$ cat config.mk
export PLATFORM = sky130hd
export DESIGN_NAME = sf2d_mac
export DESIGN_NICKNAME = d
export VERILOG_FILES = /design/src/rtl/core/sf2d_pkg.sv /design/src/rtl/core/sf2d_mac.sv
export SDC_FILE = /design/constraint.sdc
export NUM_CORES = 2
export LEC_CHECK = 0
export BUFFER_PORTS_ARGS = -buffer_cell sky130_fd_sc_hd__buf_2
export CORE_UTILIZATION = 40
export DETAILED_ROUTE_END_ITERATION = 6
export PLACE_DENSITY = 0.62
export SYNTH_ARGS = -nofsm -noshare
export SYNTH_HDL_FRONTEND = slang
export SYNTH_SLANG_ARGS = --single-unit
$ cat constraint.sdc
create_clock -name i_clk -period 9.8 [get_ports i_clk]
set_input_delay 1.96 -clock i_clk [delete_from_list [all_inputs] [get_ports i_clk]]
set_output_delay 1.96 -clock i_clk [all_outputs]
set_load 0.03 [all_outputs]
$ cat src/rtl/core/sf2d_pkg.sv
`default_nettype none

package sf2d_pkg;

    // Build-time defaults and fixed field widths
    localparam int MAX_DIM     = 1024;
    localparam int KERNEL_ROWS = 3;
    localparam int KERNEL_COLS = 3;

    // Half-extent of the mask in each direction (a size of 1 drops that border)
    localparam int TRAVEL_R = (KERNEL_ROWS >= 2) ? 1 : 0;
    localparam int TRAVEL_C = (KERNEL_COLS >= 2) ? 1 : 0;

    localparam int PIX_W      = 8;
    localparam int COEF_W     = 16;
    localparam int DIM_REG_W  = 11;
    localparam int COEF_REG_W = 48;
    localparam int POS_W      = 10;
    localparam int SUM_W      = 28;
    // |pixel * coef| <= 255 * 32768, fits 24 bits signed
    localparam int PROD_W     = 24;
    localparam int COL_W      = PROD_W + 2;

    typedef logic [2:0][2:0][PIX_W-1:0] t_window;   // [row: oldest..newest][col: c-2..c]
    typedef logic signed [PROD_W-1:0]   t_prod;
    typedef logic signed [COL_W-1:0]    t_col_sum;

    typedef struct packed {
        logic [COEF_REG_W-1:0] left;
        logic [COEF_REG_W-1:0] mid;
        logic [COEF_REG_W-1:0] right;
    } t_coefs;

    typedef struct packed {
        logic             emit;
        logic [POS_W-1:0] col;
        logic [POS_W-1:0] row;
        logic             last;
    } t_meta;

    // True when a window tap takes part in the sum
    function automatic logic tap_used(input logic [1:0] wr, input logic [1:0] wc);
        return ((TRAVEL_R != 0) || (wr == 2'd2)) && ((TRAVEL_C != 0) || (wc == 2'd2));
    endfunction

    // Pick the coefficient that goes with a window tap
    function automatic logic signed [COEF_W-1:0] coef_pick(
        input t_coefs     c,
        input logic [1:0] wr,
        input logic [1:0] wc
    );
        logic [COEF_REG_W-1:0] reg_sel;
        logic [1:0]            col;
        logic [1:0]            slot;
        col  = (TRAVEL_C != 0) ? wc : 2'd1;
        slot = (TRAVEL_R != 0) ? wr : 2'd1;
        unique case (col)
            2'd0:    reg_sel = c.left;
            2'd1:    reg_sel = c.mid;
            default: reg_sel = c.right;
        endcase
        unique case (slot)
            2'd0:    return signed'(reg_sel[COEF_W-1:0]);
            2'd1:    return signed'(reg_sel[2*COEF_W-1:COEF_W]);
            default: return signed'(reg_sel[3*COEF_W-1:2*COEF_W]);
        endcase
    endfunction

    // Unsigned pixel times signed coefficient, exact
    function automatic t_prod mul_tap(
        input logic [PIX_W-1:0]         pix,
        input logic signed [COEF_W-1:0] coef
    );
        logic signed [PROD_W:0] a;
        logic signed [PROD_W:0] b;
        logic signed [PROD_W:0] p;
        a = signed'({{(PROD_W + 1 - PIX_W){1'b0}}, pix});
        b = signed'({{(PROD_W + 1 - COEF_W){coef[COEF_W-1]}}, coef});
        p = a * b;
        return signed'(p[PROD_W-1:0]);
    endfunction

endpackage

`default_nettype wire

$ cat src/rtl/core/sf2d_mac.sv
`default_nettype none

module sf2d_mac (
    input  wire                      i_clk,
    input  wire                      i_rst_n,
    input  wire                      i_valid,
    output logic                     o_ready,
    input  wire sf2d_pkg::t_window   i_win,
    input  wire sf2d_pkg::t_coefs    i_coef,
    input  wire sf2d_pkg::t_meta     i_meta,
    output logic                     o_valid,
    input  wire                      i_ready,
    output sf2d_pkg::t_col_sum       o_col_sum [3],
    output sf2d_pkg::t_meta          o_meta
);

    logic                r_v3;
    logic                r_v4;
    sf2d_pkg::t_prod     r_prod [3][3];
    sf2d_pkg::t_prod     n_prod [3][3];
    sf2d_pkg::t_col_sum  r_col_sum [3];
    sf2d_pkg::t_col_sum  n_col_sum [3];
    sf2d_pkg::t_meta     r_meta3;
    sf2d_pkg::t_meta     r_meta4;
    logic                en3;
    logic                en4;

    // Advance a stage when it is empty or its successor moves
    assign en4     = !r_v4 || i_ready;
    assign en3     = !r_v3 || en4;
    assign o_ready = en3;

    // Nine tap products
    always_comb begin
        for (int wr = 0; wr < 3; wr++) begin
            for (int wc = 0; wc < 3; wc++) begin
                if (sf2d_pkg::tap_used(2'(wr), 2'(wc))) begin
                    n_prod[wr][wc] = sf2d_pkg::mul_tap(i_win[wr][wc],
                        sf2d_pkg::coef_pick(i_coef, 2'(wr), 2'(wc)));
                end else begin
                    n_prod[wr][wc] = '0;
                end
            end
        end
    end

    // Sum each mask column
    always_comb begin
        for (int wc = 0; wc < 3; wc++) begin
            n_col_sum[wc] = sf2d_pkg::COL_W'(r_prod[0][wc])
                          + sf2d_pkg::COL_W'(r_prod[1][wc])
                          + sf2d_pkg::COL_W'(r_prod[2][wc]);
        end
    end

    // Valid bits
    always_ff @(posedge i_clk) begin
        if (!i_rst_n) begin
            r_v3 <= 1'b0;
            r_v4 <= 1'b0;
        end else begin
            if (en3) r_v3 <= i_valid;
            if (en4) r_v4 <= r_v3;
        end
    end

    // Payload stages
    always_ff @(posedge i_clk) begin
        if (en3 && i_valid) begin
            r_prod  <= n_prod;
            r_meta3 <= i_meta;
        end
        if (en4 && r_v3) begin
            r_col_sum <= n_col_sum;
            r_meta4   <= r_meta3;
        end
    end

    assign o_valid   = r_v4;
    assign o_col_sum = r_col_sum;
    assign o_meta    = r_meta4;

endmodule

`default_nettype wire

# After elaboration in Yosys (flattened, before gate mapping)
# Cells that the tools add are included.
dict set report totals {
  word_cells 43
  output_inout_bits 102
  regBits 340
}
dict set report classes {
  reduce_logical 6
  add_sub_neg 6
  n_mul 9
}
# cell count
set ops {}
lappend ops {{multiplier 9 x 16 -> 24 bit} 9}
lappend ops {{adder 25 x 24 -> 26 bit} 3}
lappend ops {{adder 24 x 24 -> 25 bit} 3}
lappend ops {{logical AND 1 bit} 2}
lappend ops {{logical NOT 1 bit} 2}
lappend ops {{logical OR 1 bit} 2}

# Longest topological paths before layout
dict set report depth {
  word_depth 4
  depth_mapped 20
  depth_no_buf 19
}

# Worst setup path after synthesis
# OpenSTA, ideal clock, no wires.
dict set report synth_path {
  kind {input to register}
  startpoint {in i_ready}
  endpoint {reg r_meta3[0] (netlist bit) (enable)}
  setup_ns 0.627
  stages 3
  arrival_ns 7.733
  slack_ns 1.439
  path_cell_list {nor2b_1 nand2_1 and2_1}
}
dict set report synth_via {
  elab_chain_cells 3
}
# element line
set synth_lines {}
lappend synth_lines {{start: declaration} sf2d_mac.sv:12} ;# input wire i_ready,
lappend synth_lines {{logical OR 1 bit} sf2d_mac.sv:29} ;# assign en4 = !r_v4 || i_ready;
lappend synth_lines {{logical OR 1 bit} sf2d_mac.sv:30} ;# assign en3 = !r_v3 || en4;
lappend synth_lines {{via o_ready} sf2d_mac.sv:7} ;# output logic o_ready,
lappend synth_lines {{logical AND 1 bit} sf2d_mac.sv:69} ;# if (en3 && i_valid) begin
lappend synth_lines {{end signal: assignment} sf2d_mac.sv:71} ;# r_meta3 <= i_meta;
lappend synth_lines {{end: declaration} sf2d_mac.sv:23} ;# sf2d_pkg::t_meta r_meta3;
# The timed path passes the listed nets, and every way through them passes these cells.
# A chain may end at the register's enable or synchronous reset.

==> impl_metrics.toml <==
[timing]
holdWs_ns = 0.418
layout_setup_ws_ns = 3.44
rsz0062_at_grt = "no"
drv_slew = 0
tightest_slew_ns = 1.07
hold_violations = 0
fin_crit_sh = 0.649
max_clock_freq_ghz = 0.157
relSlewSlack = 0.289
skew_ns = 0.0306
setup_viol = 0
post-route-min-period_ns = 6.36
fin_tns_setup_ns = 0

[global_route]
grt_pass1_wl_microns = 212000
grt_overflow = 0
antenna_found_initial = 20
grt_use_total = 0.188
grt_max_degree = 118
grt_pass1_vias = 40884

[power]
cellPowerDensity_nw_per_um2 = 347
p_int_uw = 10600
switching_share = 0.493
combPwrFrac = 0.754
seq_power_share = 0.173
p_switching_uw = 10300
ir_worst_vdd_mv = 0.262
clockPowerShare = 0.073
p_leak_uw = 0.0307

[clock_tree]
cts.sinks = 340
cts_buffer_depth = 3
cts_hold_buf = 0
cts-root-buf = "clkbuf_16"
clk_pin_slew_ns = 0.06
cts_setup_buffers = 0
htree_levels = 2
cts_tree = "done"
ctsResizeCount = 0
cts_buffers = 42
insertion_delay_ns = 0.61

[floorplan]
die_h_microns = 374
start_util = 0.405
io_pins = 344
die_area_sq_um = 140000
die_x_microns = 374
std_cell_rows = 135
core_sq_um = 136000

[yosys]
ys_seq_area_frac = 0.185
avgSynthCellArea_sq_um = 9.69
synth_area_leaders = "fa_1 (35%), edfxtp_1 (18%), ha_1 (11%), inv_1 (9.8%), and2_1 (5.8%)"
yosys.area.top_type = "fa_1"
synth_top_cell_area_share = 0.354
synth_cell_types = 74
yosysWarnings = 0
syn_nets = 7409
synth_async_sr_flop_share = 0
syn_inst = 5697
synth-edff-count = 338
ys.flop_type = "edfxtp_1"
synth_seq_cells = 340
syn_area_sq_um = 55200

[setup_path]
worst_ep_required_time_ns = 10.14
cp_max_fo = 16
crit_type = "in -> reg"
cp.arrival_ns = 6.70
critPathCaptureType = "flip-flop"
start_kind = "input port"

[finish]
layout_common_cells = "inv_1 (1443), fa_1 (975), nand2_1 (710)"
fin_util = 0.442
layout-drive-gt1-share = 0.0728
final_common_cell = "inv_1"
nNetsFinal = 7713
synthToLayoutAreaGrowth_pct = 9.09

[route]
vias_per_cell = 4.93
final_antenna_net_count = 0
drc = 0
num_vias = 38595
wl_per_cell_microns = 16.1
drt_iter0_drc = 2174
finalWirelength_microns = 126000
drtPass1Iterations = 6

[placement]
port_buffers = 343
place_worst_setup_slack_ns = 2.86
place_hpwl_microns = 105000
place.gp.congestion = 0.862

[min_path]
hold_path.class = "reg -> reg"

[outcome]
outcome = "finished, final reports clean"

[run]
max_cap_viol_count = 0
==> synthesized netlist by cell type (5+ instances only) <==
cell type  count
nand2_1      710
or3_1          8
o21bai_1      32
fa_1         975
nor3_1        18
a21boi_0       6
clkbuf_1      85
a221oi_1       5
and3_1        17
nand2b_1      15
edfxtp_1     338
a31oi_1       15
nand3_1       41
nand4_1       20
a211o_1        8
a211oi_1      25
nor2_1        91
xor2_1        78
inv_1       1443
o21ai_0       92
and2_1       515
o31ai_1        8
xnor2_1      183
a21o_1       124
a21oi_1      195
o211ai_1      13
ha_1         495
a2111oi_0      5
o21a_1        32
o2111ai_1      6
nor2b_1       23
==> worst max-delay path, stage by stage <==
cell	delay, ns
buf_2	0.26
nand2_1	0.14
fa_1	0.55
inv_1	0.05
fa_1	0.47
fa_1	0.55
inv_1	0.05
fa_1	0.47
inv_1	0.05
ha_1	0.32
a21o_1	0.20
a221oi_1	0.44
a21oi_1	0.19
a31oi_1	0.35
o21bai_1	0.10
a21oi_1	0.23
o21ai_0	0.15
xor2_1	0.16
==> sequential cells by signal, summed over array words and instances (netlist names) <==
name	count
o_col_sum	78
r_prod	216
o_valid	1
o_meta	22
r_v3	1
r_meta3	22
==> power groups by stage <==
stage	Combinational [uW]	Clock, uW	Sequential (uW)
floorplan	11700	0	3740
global placement	15500	0	3660
detailed placement	15700	0	3660
CTS	15800	1590	3640
global route	17900	1640	3670
finish	15800	1530	3610
==> logic make-up (layout without fill, tap and decap cells) <==
logic type / after synthesis / after routing / synth area share
buffers and inverters: 1530 / 1866 / 0.104
AND/OR/NAND/NOR: 1473 / 1473 / 0.130
adder cells (fa/ha/maj): 1470 / 1470 / 0.466
AO/OA/AOI/OAI: 623 / 623 / 0.0746
flip-flops: 340 / 340 / 0.185
XOR/XNOR: 261 / 261 / 0.0414
other: 0 / 8 / 0
==> worst paths after layout <==
path	start	cells after the start	slack, ns	end
hold / removal	r_meta3[7]	0	0.42	o_meta[7]
setup / recovery	i_win[64]	18	3.44	r_prod[22]
setup reg to reg	r_prod[25]	12	5.80	o_col_sum[49]
hold reg to reg	r_meta3[7]	0	0.42	o_meta[7]
==> final cells by class <==
type | instances | area [sq um]
Multi-Input combinational cell | 3827 | 39300
Sequential cell | 340 | 10200
Antenna cell | 8 | 20.0
Inverter | 1443 | 5420
Clock buffer | 49 | 1080
Timing Repair Buffer | 347 | 1760
Tap cell | 1781 | 2230
Fill cell | 13102 | 75900
Clock inverter | 27 | 251
==> through the flow <==
| step | cell area (sq um) | total power [uW] | std cells |
|---|---|---|---|
| after floorplan | 55200 | 15400 | 5697 |
| after global placement | 58900 | 19100 | 7738 |
| after detailed placement | 58900 | 19300 | 7738 |
| after CTS | 60200 | 21100 | 7814 |
| after global routing | 60200 | 23200 | 7816 |
| final | 60200 | 20900 | 7822 |
==> routing by layer <==
layer  track usage  part of all wire  routed length, microns  up-vias
met5             0           0.00045                      57        -
li1              -                 -                       -    18091
met3        0.0268             0.058                    7300      152
met4        0.0412             0.021                    2660       10
met1         0.249              0.43                   53700    19474
met2         0.327              0.50                   62400      868
No activity file was read; power rests on OpenSTA's default activity.
